File: src/emg_pkg.sv
`timescale 1ns / 1ps

package emg_pkg;

  // Height codes that mark a void sample (-32768 and -9999).
  localparam logic [15:0] VOID_PRIMARY   = 16'h8000;
  localparam logic [15:0] VOID_ALTERNATE = 16'hD8F1;

  // Reset values of the running extremes.
  localparam logic signed [15:0] MIN_RESET = 16'sh7FFF;
  localparam logic signed [15:0] MAX_RESET = 16'sh8000;

  localparam logic [7:0] GRAY_ZERO = 8'h00;
  localparam logic [7:0] GRAY_FULL = 8'hFF;

  // How the back end settles a pixel.
  localparam logic [1:0] MODE_ZERO = 2'd0;
  localparam logic [1:0] MODE_FULL = 2'd1;
  localparam logic [1:0] MODE_DIV  = 2'd2;

  // One classified scale request on its way from the front to the back.
  typedef struct packed {
    logic [1:0]  mode;
    logic [15:0] off;
    logic [15:0] diff;
    logic        void_flag;
    logic        last;
  } emg_entry_t;

endpackage

File: src/emg_front.sv
`timescale 1ns / 1ps

module emg_front (
  input  logic                clk,
  input  logic                rst,
  input  logic                swap_bytes_we,
  input  logic                swap_bytes_wdata,
  input  logic                push,
  input  logic                full,
  input  logic                action,
  input  logic [15:0]         height_word,
  input  logic                last_sample,
  output logic                q_push,
  output emg_pkg::emg_entry_t q_entry
);

  logic                swap_bytes;
  logic signed [15:0]  min_height;
  logic signed [15:0]  max_height;
  logic                accept;
  logic signed [15:0]  height;
  logic                is_void;
  logic signed [16:0]  diff;
  logic signed [16:0]  off;
  logic                diff_pos;
  logic                off_pos;
  logic                off_ge;

  assign accept = push && !full;
  assign q_push = accept && action;

  // Byte order correction and void detection.
  assign height  = swap_bytes ? {height_word[7:0], height_word[15:8]} : height_word;
  assign is_void = (height == emg_pkg::VOID_PRIMARY) || (height == emg_pkg::VOID_ALTERNATE);

  // Range and offset against the extremes measured so far.
  assign diff     = {max_height[15], max_height} - {min_height[15], min_height};
  assign off      = {height[15], height} - {min_height[15], min_height};
  assign diff_pos = !diff[16] && (diff != 17'sd0);
  assign off_pos  = !off[16] && (off != 17'sd0);
  assign off_ge   = off >= diff;

  // Classify the request so that only strictly interior values reach the divider.
  always_comb begin
    q_entry.off       = off[15:0];
    q_entry.diff      = diff[15:0];
    q_entry.void_flag = is_void;
    q_entry.last      = last_sample;
    if (!diff_pos) begin
      q_entry.mode = emg_pkg::MODE_ZERO;
    end else if (is_void) begin
      q_entry.mode = emg_pkg::MODE_FULL;
    end else if (!off_pos) begin
      q_entry.mode = emg_pkg::MODE_ZERO;
    end else if (off_ge) begin
      q_entry.mode = emg_pkg::MODE_FULL;
    end else begin
      q_entry.mode = emg_pkg::MODE_DIV;
    end
  end

  // Configuration register.
  always_ff @(posedge clk) begin
    if (rst) begin
      swap_bytes <= 1'b1;
    end else if (swap_bytes_we) begin
      swap_bytes <= swap_bytes_wdata;
    end
  end

  // Running extremes: measure requests widen them, the last scale request clears them.
  always_ff @(posedge clk) begin
    if (rst) begin
      min_height <= emg_pkg::MIN_RESET;
      max_height <= emg_pkg::MAX_RESET;
    end else if (accept && action && last_sample) begin
      min_height <= emg_pkg::MIN_RESET;
      max_height <= emg_pkg::MAX_RESET;
    end else if (accept && !action && !is_void) begin
      if (height < min_height) begin
        min_height <= height;
      end
      if (height > max_height) begin
        max_height <= height;
      end
    end
  end

`ifndef SYNTHESIS
  // The final scale request of a grid leaves the extremes at their reset values.
  a_last_clears: assert property (@(posedge clk) disable iff (rst)
    (accept && action && last_sample) |=>
      (min_height == emg_pkg::MIN_RESET) && (max_height == emg_pkg::MAX_RESET))
    else $error("extremes not cleared after last scale request");
`endif

endmodule

File: src/emg_queue.sv
`timescale 1ns / 1ps

module emg_queue #(
  parameter int DEPTH = 4
) (
  input  logic                clk,
  input  logic                rst,
  input  logic                push,
  input  emg_pkg::emg_entry_t push_entry,
  output logic                full,
  input  logic                pop,
  output logic                valid,
  output emg_pkg::emg_entry_t head
);

  localparam int PTR_W = (DEPTH > 1) ? $clog2(DEPTH) : 1;
  localparam int CNT_W = $clog2(DEPTH + 1);
  localparam logic [PTR_W-1:0] PTR_LAST = PTR_W'(DEPTH - 1);
  localparam logic [CNT_W-1:0] CNT_FULL = CNT_W'(DEPTH);

  emg_pkg::emg_entry_t slots [DEPTH];
  logic [PTR_W-1:0]    wr_ptr;
  logic [PTR_W-1:0]    rd_ptr;
  logic [CNT_W-1:0]    count;
  logic                do_push;
  logic                do_pop;

  assign full    = (count == CNT_FULL);
  assign valid   = (count != '0);
  assign head    = slots[rd_ptr];
  assign do_push = push && !full;
  assign do_pop  = pop && valid;

  // Storage.
  always_ff @(posedge clk) begin
    if (do_push) begin
      slots[wr_ptr] <= push_entry;
    end
  end

  // Pointers and fill count.
  always_ff @(posedge clk) begin
    if (rst) begin
      wr_ptr <= '0;
      rd_ptr <= '0;
      count  <= '0;
    end else begin
      if (do_push) begin
        wr_ptr <= (wr_ptr == PTR_LAST) ? '0 : wr_ptr + 1'b1;
      end
      if (do_pop) begin
        rd_ptr <= (rd_ptr == PTR_LAST) ? '0 : rd_ptr + 1'b1;
      end
      if (do_push && !do_pop) begin
        count <= count + 1'b1;
      end else if (do_pop && !do_push) begin
        count <= count - 1'b1;
      end
    end
  end

`ifndef SYNTHESIS
  // The front end must never offer a request while the queue is full.
  a_no_overflow: assert property (@(posedge clk) disable iff (rst) !(push && full))
    else $error("push into full queue");

  // Pointers stay consistent with the fill count.
  a_ptr_count: assert property (@(posedge clk) disable iff (rst)
    (count == '0 || count == CNT_FULL) |-> (wr_ptr == rd_ptr))
    else $error("queue pointers disagree with count");
`endif

endmodule

File: src/emg_back.sv
`timescale 1ns / 1ps

module emg_back (
  input  logic                clk,
  input  logic                rst,
  input  logic                q_valid,
  input  emg_pkg::emg_entry_t q_head,
  output logic                q_pop,
  output logic                empty,
  input  logic                pop,
  output logic [7:0]          gray,
  output logic                void_pixel,
  output logic                last_pixel
);

  localparam logic [1:0] ST_IDLE = 2'd0;
  localparam logic [1:0] ST_DIV  = 2'd1;
  localparam logic [1:0] ST_WAIT = 2'd2;

  logic [1:0]  state;
  logic [15:0] rem;
  logic [7:0]  nlow;
  logic [7:0]  quot;
  logic [2:0]  cnt;
  logic [15:0] diff_r;
  logic [7:0]  pend_gray;
  logic        pend_void;
  logic        pend_last;
  logic        out_valid;
  logic [23:0] num;
  logic [16:0] trial;
  logic [16:0] trial_sub;
  logic        ge;
  logic [15:0] rem_next;
  logic        load_out;
  logic        pop_ok;

  assign q_pop    = (state == ST_IDLE) && q_valid;
  assign empty    = !out_valid;
  assign pop_ok   = pop && out_valid;
  assign load_out = (state == ST_WAIT) && (!out_valid || pop);

  // Numerator off*255 as a shift and subtract.
  assign num = {q_head.off, 8'h00} - {8'h00, q_head.off};

  // One restoring division step per cycle.
  assign trial     = {rem, nlow[7]};
  assign ge        = trial >= {1'b0, diff_r};
  assign trial_sub = trial - {1'b0, diff_r};
  assign rem_next  = ge ? trial_sub[15:0] : trial[15:0];

  // Sequencer: take a request, divide if needed, hand the pixel to the output register.
  always_ff @(posedge clk) begin
    if (rst) begin
      state <= ST_IDLE;
    end else begin
      unique case (state)
        ST_IDLE: begin
          if (q_valid) begin
            pend_void <= q_head.void_flag;
            pend_last <= q_head.last;
            diff_r    <= q_head.diff;
            rem       <= num[23:8];
            nlow      <= num[7:0];
            quot      <= '0;
            cnt       <= 3'd7;
            if (q_head.mode == emg_pkg::MODE_DIV) begin
              state <= ST_DIV;
            end else begin
              pend_gray <= (q_head.mode == emg_pkg::MODE_FULL) ? emg_pkg::GRAY_FULL
                                                                : emg_pkg::GRAY_ZERO;
              state     <= ST_WAIT;
            end
          end
        end
        ST_DIV: begin
          rem  <= rem_next;
          nlow <= {nlow[6:0], 1'b0};
          quot <= {quot[6:0], ge};
          cnt  <= cnt - 1'b1;
          if (cnt == 3'd0) begin
            pend_gray <= {quot[6:0], ge};
            state     <= ST_WAIT;
          end
        end
        ST_WAIT: begin
          if (load_out) begin
            state <= ST_IDLE;
          end
        end
        default: begin
          state <= ST_IDLE;
        end
      endcase
    end
  end

  // Output register: a finished pixel waits here while the next request is fetched.
  always_ff @(posedge clk) begin
    if (rst) begin
      out_valid <= 1'b0;
    end else if (load_out) begin
      out_valid <= 1'b1;
    end else if (pop_ok) begin
      out_valid <= 1'b0;
    end
  end

  always_ff @(posedge clk) begin
    if (load_out) begin
      gray       <= pend_gray;
      void_pixel <= pend_void;
      last_pixel <= pend_last;
    end
  end

`ifndef SYNTHESIS
  // The partial remainder stays below the divisor throughout the division.
  a_rem_bound: assert property (@(posedge clk) disable iff (rst)
    (state == ST_DIV) |-> (rem < diff_r))
    else $error("division remainder out of range");

  // A pending pixel with a free output register is shown in the next cycle.
  a_handover: assert property (@(posedge clk) disable iff (rst)
    (state == ST_WAIT && !out_valid) |=> (out_valid && state == ST_IDLE))
    else $error("pending pixel not handed over");

  // Requests are only taken from the queue between pixels.
  a_pop_idle: assert property (@(posedge clk) disable iff (rst)
    q_pop |-> (state == ST_IDLE))
    else $error("queue popped while busy");
`endif

endmodule

File: src/elevation_minmax_to_gray_unit.sv
`timescale 1ns / 1ps

// Min-max normaliser from 16-bit elevation words to 8-bit gray. Stream the grid once with
// action low to measure the extremes (no pixel comes out), then again with action high to
// get one pixel per sample; the scale sample marked last clears the extremes for the next
// grid. Measure samples are taken one per clock unless the queue is full. Scale samples
// are classified in the front end and pass through a queue of QUEUE_DEPTH entries to a
// back end that settles one pixel at a time: void, clipped and empty-range pixels are set
// directly, interior values go through the restoring divider, one quotient bit per cycle;
// the back end sets the sustained scale rate, and the queue lets measure samples and
// short bursts continue while it works. swap_bytes may be written only while no pixel is outstanding.

module elevation_minmax_to_gray_unit #(
  parameter int QUEUE_DEPTH = 4
) (
  input  logic        clk,
  input  logic        rst,
  input  logic        swap_bytes_we,
  input  logic        swap_bytes_wdata,
  input  logic        push,
  output logic        full,
  input  logic        action,
  input  logic [15:0] height_word,
  input  logic        last_sample,
  output logic        empty,
  input  logic        pop,
  output logic [7:0]  gray,
  output logic        void_pixel,
  output logic        last_pixel
);

  logic                q_push;
  emg_pkg::emg_entry_t q_entry;
  logic                q_pop;
  logic                q_valid;
  emg_pkg::emg_entry_t q_head;

  // Front end: byte order, void check, extremes and classification.
  emg_front u_front (
    .clk              (clk),
    .rst              (rst),
    .swap_bytes_we    (swap_bytes_we),
    .swap_bytes_wdata (swap_bytes_wdata),
    .push             (push),
    .full             (full),
    .action           (action),
    .height_word      (height_word),
    .last_sample      (last_sample),
    .q_push           (q_push),
    .q_entry          (q_entry)
  );

  // Queue of classified scale requests.
  emg_queue #(
    .DEPTH (QUEUE_DEPTH)
  ) u_queue (
    .clk        (clk),
    .rst        (rst),
    .push       (q_push),
    .push_entry (q_entry),
    .full       (full),
    .pop        (q_pop),
    .valid      (q_valid),
    .head       (q_head)
  );

  // Back end: divider and output register.
  emg_back u_back (
    .clk        (clk),
    .rst        (rst),
    .q_valid    (q_valid),
    .q_head     (q_head),
    .q_pop      (q_pop),
    .empty      (empty),
    .pop        (pop),
    .gray       (gray),
    .void_pixel (void_pixel),
    .last_pixel (last_pixel)
  );

endmodule
File: config.mk
export PLATFORM = sky130hd
export DESIGN_NAME = elevation_minmax_to_gray_unit
export DESIGN_NICKNAME = d
export VERILOG_FILES = /design/src/emg_pkg.sv /design/src/emg_front.sv /design/src/emg_queue.sv /design/src/emg_back.sv /design/src/elevation_minmax_to_gray_unit.sv
export SDC_FILE = /design/constraint.sdc
export NUM_CORES = 1
export LEC_CHECK = 0
export ABC_AREA = 1
export BUFFER_PORTS_ARGS = -buffer_cell sky130_fd_sc_hd__buf_4
export CELL_PAD_IN_SITES_DETAIL_PLACEMENT = 0
export CELL_PAD_IN_SITES_GLOBAL_PLACEMENT = 1
export CORE_MARGIN = 2
export CORE_UTILIZATION = 30
export DETAILED_ROUTE_END_ITERATION = 8
export PLACE_DENSITY = 0.67
export SYNTH_ARGS = -nofsm -noshare
export SYNTH_HDL_FRONTEND = slang
export SYNTH_SLANG_ARGS = --single-unit
File: constraint.sdc
create_clock -name clk -period 3.6 [get_ports clk]
set_clock_uncertainty 0.1 [all_clocks]
set_input_delay 0.72 -clock clk [delete_from_list [all_inputs] [get_ports clk]]
set_output_delay 0.72 -clock clk [all_outputs]
set_load 0.05 [all_outputs]
Word level (Yosys, flattened, before mapping)
Memories as Yosys holds them, arrays and structs flattened. A register that Yosys moved wholly into a read port is not among the register bits. Cells that the tools add are included.

Add/sub/neg operators: 9. Multipliers: 0. Div/mod/pow operators: 0. Magnitude comparators: 4. Eq/ne operators: 13. Shift operators: 0. Multiplexer cells: 34. Bitwise logic cells: 1. Reductions and logical operators: 39.

Operators with widths (count): $mux 16 (3); $mux 8 (5); $reduce_bool 17->1 (2); $sub 16x16->17 (2); $eq 16x16->1 const B (2); $pmux 16 s2 (1); $pmux 8 s2 (2); $mux 2 (12); $sub 24x16->24 (1); $ge 17x16->1 (1); $ge 17x17->1 (1); $gt 16x16->1 (1); $lt 16x16->1 (1); $sub 16x16->16 (1); $logic_and 1x1->1 (14); $pmux 7 s2 (1); $mux 3 (3); $reduce_and 3->1 (3); $eq 2x2->1 const B (4); $logic_not 1->1 (8); $mux 7 (1); $ne 2x1->1 const B (3); $pmux 2 s3 (1); $pmux 3 s2 (1); other kinds (16) (26).

Bits in registers: 113. Latch bits: 0. Memory bits (writable): 144. Bits in read-only memories: 0. Input port bits: 24. Word-level logic and storage cells: 120. Memories: 1.

Memories: u_queue.slots (words 4, width 36, rd ports 1, clocked after Yosys merged registers in 1, write ports 1, RTL line emg_queue.sv:21) `emg_pkg::emg_entry_t slots [DEPTH];`.

Depth between registers and ports, before layout
Word-level depth: 9. Mapped depth: 26.

Hierarchy
From an unflattened synthesis, not the netlist that was laid out.

Cells, all modules: 1939. Area total of the unflattened synthesis: 15816.4 um2.

Modules (own cells, without submodules): emg_queue (times used 1, cells an instance 418, area each 5873.1 um2, seq. area each 4504.3 um2); emg_back (times used 1, cells an instance 686, area each 5146.2 um2, seq. area each 2162.1 um2); emg_front (times used 1, cells an instance 835, area each 4797.1 um2, seq. area each 660.6 um2).

Worst setup path before layout
No wires, ideal clock.

Path kind: input -> register. Start point: in height_word[9]. End point: mem u_queue.slots[0][35] (netlist bit), data pin. Library setup time: 0.167 ns. Data arrival time: 3.425 ns. Data required time: 3.333 ns. Slack: -0.092 ns. Cell stages on the path: 22. Path buffers: 0. Cells stage by stage: or2_4 o21ai_4 inv_1 fa_1 nand2_1 nand2_1 nand3_1 nand2_1 nand3_1 nand2_1 nand2_1 nand2_1 ha_1 nand2_1 inv_1 nand3_1 nor3_1 nand4_1 nand4_1 nand3_1 nand3b_1 nor2_1.

RTL lines: from (decl) (RTL line elevation_minmax_to_gray_unit.sv:23) `input logic [15:0] height_word,`; to (decl) (RTL line emg_queue.sv:21).

==> insert_results.sql <==
INSERT INTO impl_metrics (metric_group, metric, value, unit) VALUES
('placement', 'dp_worst_setup_slack', '-508', 'ps'),
('clock_network', 'max-clock-path-buffers', '3', ''),
('floorplan', 'die_width', '229', 'um'),
('placement', 'detailedPlacementHpwl', '32300', 'um'),
('pwr', 'power-per-cell-area', '764', 'mW/mm^2'),
('routing', 'drtAntennaViolNets', '0', ''),
('floorplan', 'start_util', '30.4', '%'),
('hold_path', 'hold_depth', '2', ''),
('run_status', 'status', 'finished clean', ''),
('pwr', 'cellLeakagePower', '8.27', 'nW'),
('synth', 'yosys.cell_types.count', '48', ''),
('global_route', 'pin_count_of_the_biggest_net_entering_global_routing', '41', ''),
('worst_setup_path', 'worst-setup-path-type', 'flip-flop to flip-flop', ''),
('hold_path', 'hp-class', 'primary input to flip-flop', ''),
('floorplan', 'core_area', '0.0502', 'mm^2'),
('floorplan', 'fp-row-count', '82', ''),
('synth', 'synth_enable_flop_cells', '214', ''),
('worst_setup_path', 'endpoint_kind', 'flip-flop', ''),
('floorplan', 'io_pins', '36', ''),
('placement', 'gp_congestion', '0.935', ''),
('timing', 'period_minus_slack', '3500', 'ps'),
('timing', 'timing_max_transition_violations_final', '0', ''),
('synth', 'synth_top_family_by_area', 'simple AND/OR/NAND/NOR gates', ''),
('synth', 'ys_dominant_reg_cell', 'sky130_fd_sc_hd__edfxtp_1', ''),
('synth', 'synth_top_cell_by_area', 'sky130_fd_sc_hd__edfxtp_1', ''),
('global_route', 'grt_antenna_before_repair', '0', ''),
('finish', 'final_util', '37.1', '%'),
('finish', 'fillers', '5179', ''),
('clock_network', 'clock_sink_count', '259', ''),
('synth', 'synth-xor-area-share', '1.09', '%'),
('timing', 'grt_setup_unrepaired', 'true', ''),
('timing', 'worstMarginPinSlew', '993', 'ps'),
('clock_network', 'h-tree-depth', '1', ''),
('timing', 'final_setup_violating_endpoints', '0', ''),
('global_route', 'grt.total_usage', '16.3', '%'),
('synth', 'proportion_of_synthesized_chip_area_in_sequential_cells', '48.0', '%'),
('timing', 'hold_viol_final', '0', ''),
('timing', 'setup-tns-final', '0', 'ps'),
('synth', 'syn_area_per_cell', '8.35', 'um^2'),
('synth', 'synth-seq-cells', '259', ''),
('global_route', 'grt_first_pass_wirelength', '67800', 'um'),
('synth', 'netlist_top_cells_area', 'sky130_fd_sc_hd__edfxtp_1 (42%), sky130_fd_sc_hd__nand2_1 (11%), sky130_fd_sc_hd__ha_1 (8.2%), sky130_fd_sc_hd__inv_1 (6.3%), sky130_fd_sc_hd__dfxtp_1 (5.9%)', ''),
('routing', 'detailedRoute.firstIterationViolations', '751', ''),
('synth', 'synth_simple_gate_area_share', '24.7', '%'),
('worst_setup_path', 'ff_to_ff_path_depth', '23', ''),
('worst_setup_path', 'critical_path_arrival', '3820', 'ps'),
('synth', 'yosysWarningCount', '0', ''),
('routing', 'drtPass1Iterations', '5', ''),
('finish', 'syn_to_final_growth', '22.2', '%'),
('flow_run', 'drv.max_cap_violation_count', '0', ''),
('finish', 'antenna-diode-count', '0', ''),
('routing', 'wl_per_cell', '16.1', 'um'),
('global_route', 'global_route.overflow_total', '0', ''),
('finish', 'layout-drive-gt1-share', '16.6', '%'),
('timing', 'final_critical_path_setup_slack', '98.3', 'ps'),
('pwr', 'worst_ir_drop_on_vdd', '0.398', 'mV'),
('routing', 'detail_route.vias_per_cell', '4.71', ''),
('placement', 'place.port_buffers', '35', ''),
('clock_network', 'clkLatencyLatePin', '590', 'ps'),
('routing', 'postRouteWirelength', '43100', 'um'),
('timing', 'relSlewSlack', '33.5', '%'),
('synth', 'postSynthNetCount', '1954', ''),
('clock_network', 'ctsRootBufferMaster', 'sky130_fd_sc_hd__clkbuf_16', ''),
('synth', 'synth_cells', '1826', ''),
('synth', 'synth_compound_gate_area_share', '9.31', '%'),
('worst_setup_path', 'worstSetupStartpointType', 'flip-flop', ''),
('timing', 'fin_crit_sh', '97.3', '%'),
('worst_setup_path', 'cp_data_required_time', '3920', 'ps'),
('synth', 'yosys.area_share.adder', '8.73', '%'),
('synth', 'mappedNetlistArea', '0.0153', 'mm^2'),
('global_route', 'grt_pass1_vias', '12300', ''),
('clock_network', 'clk_pin_slew', '60', 'ps'),
('clock_network', 'cts_tree', 'done', ''),
('synth', 'synth_mux_area_share', '0', '%'),
('floorplan', 'die_area', '0.0527', 'mm^2'),
('clock_network', 'cts_made_buffers', '30', ''),
('floorplan', 'dieHeight', '229', 'um'),
('finish', 'layout.nets', '2112', ''),
('synth', 'synth-async-reset-ratio', '0', '%'),
('worst_setup_path', 'cp_max_fo', '8', ''),
('synth', 'synth_top_area_share', '42.1', '%'),
('routing', 'route.detailed.drc', '0', ''),
('timing', 'achievable-frequency', '0.286', 'GHz'),
('routing', 'dr_total_vias', '12600', '');
==> registers in the layout (all words and copies together) (netlist names), named ones only <==
name	count
u_queue.slots	144
u_back.diff_r	16
u_back.rem	16
u_front.max_height	16
u_front.min_height	16
u_back.gray	8
u_back.nlow	8
u_back.pend_gray	8
u_back.quot	7
u_back.cnt	3
u_queue.count	3
u_back.state	2
u_queue.rd_ptr	2
u_queue.wr_ptr	2
u_back.last_pixel	1
u_back.out_valid	1
u_back.pend_last	1
u_back.pend_void	1
u_back.void_pixel	1
u_front.swap_bytes	1
==> final timing paths <==
check	startpoint	endpoint	slack, ps
min	swap_bytes_we	u_front.swap_bytes	220
max reg2reg	u_front.swap_bytes	u_queue.slots[1][35]	100
max	u_front.swap_bytes	u_queue.slots[1][35]	100
min reg2reg	u_back.pend_gray[0]	u_back.gray[0]	320
==> cell usage in the layout, fill, tap and decap left out, types with 4 or more instances in the layout <==
master / synthesis / final
sky130_fd_sc_hd__nand2_1: 442 / 418
sky130_fd_sc_hd__inv_1: 258 / 253
sky130_fd_sc_hd__edfxtp_1: 214 / 214
sky130_fd_sc_hd__nor2_1: 191 / 178
sky130_fd_sc_hd__buf_4: 2 / 168
sky130_fd_sc_hd__nand3_1: 159 / 149
sky130_fd_sc_hd__o21ai_0: 101 / 95
sky130_fd_sc_hd__ha_1: 100 / 84
sky130_fd_sc_hd__a21oi_1: 85 / 76
sky130_fd_sc_hd__dfxtp_1: 45 / 42
sky130_fd_sc_hd__nand4_1: 41 / 41
sky130_fd_sc_hd__clkbuf_16: 0 / 31
sky130_fd_sc_hd__nand2_2: 1 / 25
sky130_fd_sc_hd__o22ai_1: 19 / 19
sky130_fd_sc_hd__nand3b_1: 18 / 18
sky130_fd_sc_hd__nor3_1: 15 / 14
sky130_fd_sc_hd__ha_4: 0 / 14
sky130_fd_sc_hd__inv_2: 8 / 13
sky130_fd_sc_hd__o21ai_2: 11 / 11
sky130_fd_sc_hd__xnor2_1: 11 / 11
sky130_fd_sc_hd__a21oi_2: 0 / 9
sky130_fd_sc_hd__nand3_2: 0 / 9
sky130_fd_sc_hd__clkbuf_1: 26 / 9
sky130_fd_sc_hd__xor2_1: 8 / 8
sky130_fd_sc_hd__nor2_2: 0 / 7
sky130_fd_sc_hd__nor2_4: 1 / 7
sky130_fd_sc_hd__o21ai_4: 1 / 6
sky130_fd_sc_hd__o21a_1: 6 / 6
sky130_fd_sc_hd__a31oi_1: 5 / 5
sky130_fd_sc_hd__a21o_1: 5 / 5
sky130_fd_sc_hd__o211ai_1: 4 / 4
sky130_fd_sc_hd__clkinv_1: 0 / 4
==> synthesized netlist by cell type, types with 18 or more instances <==
master	count
sky130_fd_sc_hd__nand3_1	159
sky130_fd_sc_hd__inv_1	258
sky130_fd_sc_hd__a21oi_1	85
sky130_fd_sc_hd__nor2_1	191
sky130_fd_sc_hd__nand2_1	442
sky130_fd_sc_hd__clkbuf_1	26
sky130_fd_sc_hd__nand4_1	41
sky130_fd_sc_hd__o22ai_1	19
sky130_fd_sc_hd__ha_1	100
sky130_fd_sc_hd__nand3b_1	18
sky130_fd_sc_hd__dfxtp_1	45
sky130_fd_sc_hd__edfxtp_1	214
sky130_fd_sc_hd__o21ai_0	101
==> power by group <==
group | switching, mW | internal, mW | total (mW)
Sequential | 0.213 | 4.10 | 4.31
Clock | 1.25 | 1.68 | 2.94
Combinational | 4.57 | 2.43 | 7.00
Total | 6.03 | 8.21 | 14.2
==> logic make-up after synthesis <==
family / count (synthesis)
AOI/OAI and AO/OA: 251
xor gates and xnor gates: 19
buffers and inverters: 313
adders and majority gates: 104
and+or+nand+nor: 880
DFF: 259
==> per-stage QoR <==
| stage | instance area [um^2] | std cells | hold WS (ps) | total power, mW |
|---|---|---|---|---|
| finish | 18600 | 2680 | 219 | 14.2 |
| global route | 18600 | 2680 | 217 | 15.4 |
| CTS | 18200 | 2670 | 197 | 14.1 |
| detailed placement | 17100 | 2607 | 310 | 11.1 |
| global placement | 17100 | 2607 | 302 | 11.0 |
| floorplan | 15300 | 1826 | 300 | 8.86 |
==> metal layers <==
layer / wire [um] / up-vias / track usage [%] / part of all wire, %
met2: 20500 / 206 / 28.2 / 48
met1: 19800 / 5908 / 21.3 / 46
li1: - / 6427 / - / -
met5: 0 / - / 0 / 0
met3: 1470 / 72 / 2.10 / 3.4
met4: 1320 / 0 / 4.63 / 3.1
==> timing repair <==
action	in CTS	in global routing
hold buffers	0	0
setup buffers	7	10
gates cloned	0	1
endpoints found under the setup margin	8	13
pin swaps	5	29
gates resized for setup	20	79
==> worst max-delay path, cell delays in order, from the launching register on <==
cell and delay (ps):
sky130_fd_sc_hd__dfxtp_4 380, sky130_fd_sc_hd__clkbuf_16 180, sky130_fd_sc_hd__o21ai_4 140, sky130_fd_sc_hd__ha_2 190
sky130_fd_sc_hd__inv_2 50, sky130_fd_sc_hd__fa_2 390, sky130_fd_sc_hd__nand2_2 70, sky130_fd_sc_hd__nand2_2 60
sky130_fd_sc_hd__nand3_2 90, sky130_fd_sc_hd__nand2_2 90, sky130_fd_sc_hd__nand3_2 80, sky130_fd_sc_hd__nand2_2 50
sky130_fd_sc_hd__nand2_1 80, sky130_fd_sc_hd__nand2_2 80, sky130_fd_sc_hd__ha_4 270, sky130_fd_sc_hd__nand2_2 40
sky130_fd_sc_hd__inv_2 70, sky130_fd_sc_hd__nand3_4 80, sky130_fd_sc_hd__nor3_4 190, sky130_fd_sc_hd__nand4_1 130
sky130_fd_sc_hd__nand4_1 120, sky130_fd_sc_hd__nand3_2 70, sky130_fd_sc_hd__nand3b_1 180, sky130_fd_sc_hd__nor2_2 140
==> cell type report <==
class | count | area [um^2] | share of cell area [%]
clock inverters | 14 | 133 | 0.712
inverters | 266 | 998 | 5.36
well taps | 672 | 841 | 4.51
flip-flops and latches | 259 | 7330 | 39.3
clock buffers | 42 | 826 | 4.43
repair buffers | 173 | 1360 | 7.28
multi-input cells | 1254 | 7150 | 38.4
(Power assumes the default switching activity.)
